**config.mk**
```make
export PLATFORM = sky130hd
export DESIGN_NAME = bpfa_word_unit
export DESIGN_NICKNAME = d
export VERILOG_FILES = /design/src/hw/rtl/bpfa_pkg.sv /design/src/hw/rtl/bpfa_word_unit.sv
export SDC_FILE = /design/constraint.sdc
export NUM_CORES = 1
export LEC_CHECK = 0
export ABC_AREA = 1
export BUFFER_PORTS_ARGS = -buffer_cell sky130_fd_sc_hd__buf_2
export CORE_MARGIN = 2
export CORE_UTILIZATION = 26
export DETAILED_ROUTE_END_ITERATION = 10
export GPL_ROUTABILITY_DRIVEN = 1
export PLACE_DENSITY = 0.47
export SYNTH_ARGS = -nofsm -noshare
export SYNTH_HDL_FRONTEND = slang
export SYNTH_SLANG_ARGS = --single-unit
```
**constraint.sdc**
```tcl
create_clock -name vclk -period 4.2
set_clock_uncertainty 0.2 [all_clocks]
set_input_delay 0.84 -clock vclk [all_inputs]
set_output_delay 0.84 -clock vclk [all_outputs]
set_load 0.01 [all_outputs]
```
**src/hw/rtl/bpfa_pkg.sv**
```systemverilog
package bpfa_pkg;

  localparam int FRAMES     = 65536;
  localparam int PAGE_SHIFT = 12;
  localparam int WORD_BITS  = 32;

  localparam int FIDX_W    = $clog2(FRAMES);
  localparam int COUNT_W   = FIDX_W + 1;
  localparam int BIT_W     = $clog2(WORD_BITS);
  localparam int MAP_WORDS = (FRAMES + WORD_BITS - 1) / WORD_BITS;
  localparam int WIDX_W    = $clog2(MAP_WORDS);
  localparam int FADDR_W   = 28;

  localparam logic [COUNT_W-1:0] FRAMES_C = COUNT_W'(FRAMES);
  localparam logic [WORD_BITS-1:0] WORD_ONES = '1;
  localparam logic [16:0] RSV_RESET = 17'd256;
  localparam logic [7:0] AVAILABLE_TYPE = 8'd1;

  localparam logic [1:0] CMD_ADD   = 2'd0;
  localparam logic [1:0] CMD_SEAL  = 2'd1;
  localparam logic [1:0] CMD_ALLOC = 2'd2;
  localparam logic [1:0] CMD_FREE  = 2'd3;

  localparam logic [1:0] ST_OK      = 2'd0;
  localparam logic [1:0] ST_OOM     = 2'd1;
  localparam logic [1:0] ST_INVALID = 2'd2;
  localparam logic [1:0] ST_DOUBLE  = 2'd3;

  localparam logic [1:0] OP_CLEAR = 2'd0;
  localparam logic [1:0] OP_SET   = 2'd1;
  localparam logic [1:0] OP_FIND  = 2'd2;

  typedef struct packed {
    logic [1:0]  cmd;
    logic [63:0] region_base;
    logic [63:0] region_length;
    logic [7:0]  region_type;
    logic [31:0] free_address;
  } in_item_t;

  typedef struct packed {
    logic [1:0]  status;
    logic [27:0] frame_address;
    logic [16:0] frame_count;
    logic [16:0] used_count;
    logic [63:0] total_bytes;
    logic [63:0] available_bytes;
  } out_item_t;

  typedef struct packed {
    logic [1:0]       op;
    logic [BIT_W-1:0] lo;
    logic [BIT_W-1:0] hi;
  } wu_ctrl_t;

  typedef struct packed {
    logic [WORD_BITS-1:0] word;
    logic                 found;
    logic [BIT_W-1:0]     idx;
    logic                 hit;
  } wu_res_t;

endpackage

```
**src/hw/rtl/bpfa_word_unit.sv**
```systemverilog
module bpfa_word_unit (
  input  logic [bpfa_pkg::WORD_BITS-1:0] word,
  input  bpfa_pkg::wu_ctrl_t             ctrl,
  output bpfa_pkg::wu_res_t              res
);

  logic [bpfa_pkg::WORD_BITS-1:0] mask;
  logic [bpfa_pkg::WORD_BITS-1:0] avail;
  logic [bpfa_pkg::WORD_BITS-1:0] pick;
  logic [bpfa_pkg::BIT_W-1:0]     idx;
  logic                           found;

  // bits lo..hi inclusive
  assign mask = (bpfa_pkg::WORD_ONES << ctrl.lo)
              & (bpfa_pkg::WORD_ONES >> (bpfa_pkg::BIT_W'(bpfa_pkg::WORD_BITS - 1) - ctrl.hi));

  // free bits inside the window; bits outside count as used
  assign avail = ~word & mask;

  always_comb begin
    idx = '0;
    for (int i = bpfa_pkg::WORD_BITS - 1; i >= 0; i--) begin
      if (avail[i]) begin
        idx = bpfa_pkg::BIT_W'(i);
      end
    end
  end

  assign found = |avail;
  assign pick  = bpfa_pkg::WORD_BITS'(found) << idx;

  always_comb begin
    res.found = found;
    res.idx   = idx;
    res.hit   = |(word & mask);
    case (ctrl.op)
      bpfa_pkg::OP_CLEAR: res.word = word & ~mask;
      bpfa_pkg::OP_SET:   res.word = word | mask;
      default:            res.word = word | pick;
    endcase
  end

endmodule

```
* Yosys cells after proc, flatten, opt, wreduce, memory -nomap -nowiden
Cells that the tools add are included.
** Word-level totals
- Word-level logic and storage cells :: 49
- Register bits after elaboration :: 0
- Output and inout bits :: 39
- Input bits :: 44
** Operators by class
- Shift-type cells :: 3
- Multiplexer cells :: 33
- Bitwise gates (word level) :: 8
- Reduce and logical (&&, ||, !) cells :: 3
- Add/subtract/negate cells :: 1
- Equality and inequality tests :: 1
** Operators by type and width (number)
- $mux 5 :: 32
- $and 32x32->32 :: 4
- $not 32->32 :: 2
- $or 32x32->32 :: 2
- $pmux 32 s2 :: 1
- $reduce_or 32->1 :: 2
- $shl 1x5->32 :: 1
- $shl 32x5->32 const A :: 1
- $shr 32x5->32 const A :: 1
- $sub 5x5->5 const A :: 1
- $eq 2x1->1 const B :: 1
- $logic_not 2->1 :: 1

* Depth between registers and ports, before layout
- Depth after elaboration :: 39
- Mapped depth :: 40
- Mapped depth without buffers :: 39

* Worst setup path before layout
OpenSTA, ideal clock, no wires.
- Path kind :: input-to-output
- Start point :: input ctrl[3] (netlist bit)
- End point :: output res[20] (netlist bit)
- Setup slack :: -143 ps
- Stages :: 39
- Arrival :: 3303 ps
- Path buffers :: 1
- Cell sequence :: buf_2 -> nand2_2 -> nor2_2 -> nand2_1 -> nor2_1 -> nand2_1 -> nand2_1 -> nand2_1 -> nand2_1 -> nand2_1 -> nand2_1 -> nand2_1 -> nand2_1 -> nand2_1 -> nand2_1 -> nand2_1 -> nand2_1 -> nand2_1 -> [3 not listed] -> nand2_1 -> nand2_1 -> nand2_1 -> nand2_1 -> nand2_1 -> nand2_1 -> nand2_1 -> nand2_1 -> nand2_1 -> nand2_1 -> nand2_1 -> nand2_1 -> nand2_1 -> nand2_2 -> nand2_4 -> nor3_2 -> nand3_1 -> a21oi_1
** RTL lines
- start, declared :: line bpfa_word_unit.sv:3 : input bpfa_pkg::wu_ctrl_t ctrl,
- end, declared :: line bpfa_word_unit.sv:4 : output bpfa_pkg::wu_res_t res

==> key figures <==
Cells and area
  – CLK BUF: 0
  – NumNets Final: about 760
  – Fillers: 852
  – Layout cells sized above 1: 51.5%
  – Ant diodes: 0
  – Num sequential: 0
  – Area growth, synth to finish: 106%
  – Commonest non-fill, non-tap cells in the layout: buf_4 (133), inv_1 (95), nand2_1 (80)
  – Sequential Area: 0 um^2
  – Multi-input gate area: 0.00243 mm^2
  – Commonest non-fill, non-tap cell in the layout: buf_4

Timing
  – Max Slew Vio Count: 0
  – RSZ-0062 raised after global routing: yes
  – Worst-Margin Slew: 1.11 ns
  – Fin crit share: 118%
  – Final setup vio count: 34
  – F_max: 201 MHz
  – Min cycle time layout: 4.96 ns
  – Worst setup margin: -0.765 ns
  – Hold violation count in the final report: 0
  – Relative slew slack: a little over a quarter
  – Setup TNS: -21.39 ns

Floorplanning
  – I/O pin count: 83
  – # rows: 34
  – DIE AREA: 0.00954 mm^2
  – Die width: 97.7 um
  – Initial Utilization: 26.5%
  – Die H: 97.7 um
  – Core area: 0.00859 mm^2

Route
  – ANT nets after route: 0
  – DRC: 0
  – Vias: just over 4000
  – Vias per cell: 4.95
  – Metal2 WL: 6120 um
  – Drt pass-1 iters: 5
  – Max Used Layer: met4
  – Routed wire per std cell: roughly 15 um
  – Routed wl met3: 611 um
  – DR iter-0 viols: 172
  – M1 WL: about 5400 um
  – Detailed Route WL: about 12000 um

Yosys
  – Yosys Warn Count: 0
  – Syn Nets: 536
  – Post-synth cell types: 34
  – Syn Inst Count: 492
  – Avg Inst Size Synth: 4.64 um^2
  – Seq/Total Area, Yosys: 0%
  – Synth Cell Area: 0.00228 mm^2

Power
  – Internal power: 0.000323 W
  – Clock Power Share: 0%
  – Switching Fraction: 56.0%
  – Sequential fraction of design power: 0%
  – Worst vdd ir: 0.121 mV
  – Comb power frac: 100.0%
  – Leak Pwr: between 2 and 2.5 nW
  – Power density cells: 157 mW/mm^2
  – Psw: 0.000411 W
  – Final total power: roughly 0.00073 W

Placed design
  – Dpl ws: -0.913 ns
  – Final RePlAce weighted congestion: 0.934
  – HPWL after DPL: 9740 um
  – Port Buf Inserts: 83

Critical path
  – CP max-delay cell: nor3_4
  – Crit-path most repeated cell: nand2_1
  – CP max stage delay: 0.23 ns
  – WS Path Type: in -> out
  – Arrival time at the worst endpoint: 3.92 ns
  – Startpoint types: primary input
  – Worst Setup End Kind: output port
  – CP delay by family, top: simple AND/OR/NAND/NOR gates
  – CP Buf/Inv Count: 4
  – CP required: 3.16 ns
  – Worst-path fanout max: 6

Flow run
  – # Max-Cap Violations: 0

Clock tree
  – Hold Buf Count CTS: 0

Hold path
  – Hold Path Class: in -> out

Global routing
  – Vias in the first global route: roughly 3800
  – Pin count of the biggest net entering global routing: 32
  – All-Layer GR Usage: 24.2%
  – Global-route wire length before repair: about 19000 um
  – GRT overflow: 0
  – Antenna violations before repair: 0

Outcome
  – Outcome: finished with violations
  – Violated checks: negative setup slack
cell usage after synthesis (all sizes together):
cell | instances | area share, %
nor2 | 67 | 12
o22ai | 11 | 3.0
a21oi | 73 | 17
inv | 105 | 17
nand3 | 42 | 9.7
o2bb2ai | 2 | 0.77
clkbuf | 10 | 1.6
o31ai | 2 | 0.66
buf | 4 | 0.99
a211oi | 2 | 0.88
o21bai | 1 | 0.33
nand4 | 7 | 1.9
a31oi | 2 | 0.55
nor3 | 14 | 3.9
nand2 | 94 | 16
or2 | 6 | 1.6
o21ai | 42 | 9.4
o21a | 1 | 0.33
a21boi | 2 | 0.82
nor4 | 5 | 1.6
routing by layer:
metal	GRT usage (%)	vias up
met5	0	-
met4	2.78	0
met3	2.16	20
met2	44.5	114
met1	31.6	1864
li1	-	2052
what timing repair did:
item | in CTS | in global routing
buffers inserted | 18 | 8
setup endpoints to repair | 35 | 37
pin swaps | 29 | 51
gates resized for setup | 94 | 61
final timing paths:
check,depth (start not counted),from,slack [ns],to
worst max-delay path,42,ctrl[4],-0.76,res[26]
worst min-delay path,4,ctrl[10],1.83,res[7]
stage by stage:
stage	util (%)	area, um^2	cells	hold WS (ns)
global placement	45.1	3870	792	1.83
global route	54.6	4690	818	1.86
detailed placement	45.1	3870	792	1.83
floorplan	-	2470	492	1.63
CTS	51.0	4380	810	1.83
finish	54.6	4690	818	1.83
power by group through the flow:
stage	Sequential (W)	Clock, W	Combinational [W]
after floorplan	0	0	0.000298
after global placement	0	0	0.000566
after detailed placement	0	0	0.000568
after CTS	0	0	0.000672
after global routing	0	0	0.000790
final	0	0	0.000735
final cells by class:
cell class / count / area share, %
tap: 108 / 2.88
multi-input combinational: 373 / 51.9
timing repair buffer: 232 / 36.5
inverter: 105 / 8.81
logic make-up (layout without fill, tap and decap cells):
logic type	after synthesis	in the layout	synth area share (%)
compound gates	138	138	33.2
simple gates	235	235	46.8
buf+inv	119	337	19.9
No activity file was read; power rests on OpenSTA's default activity.
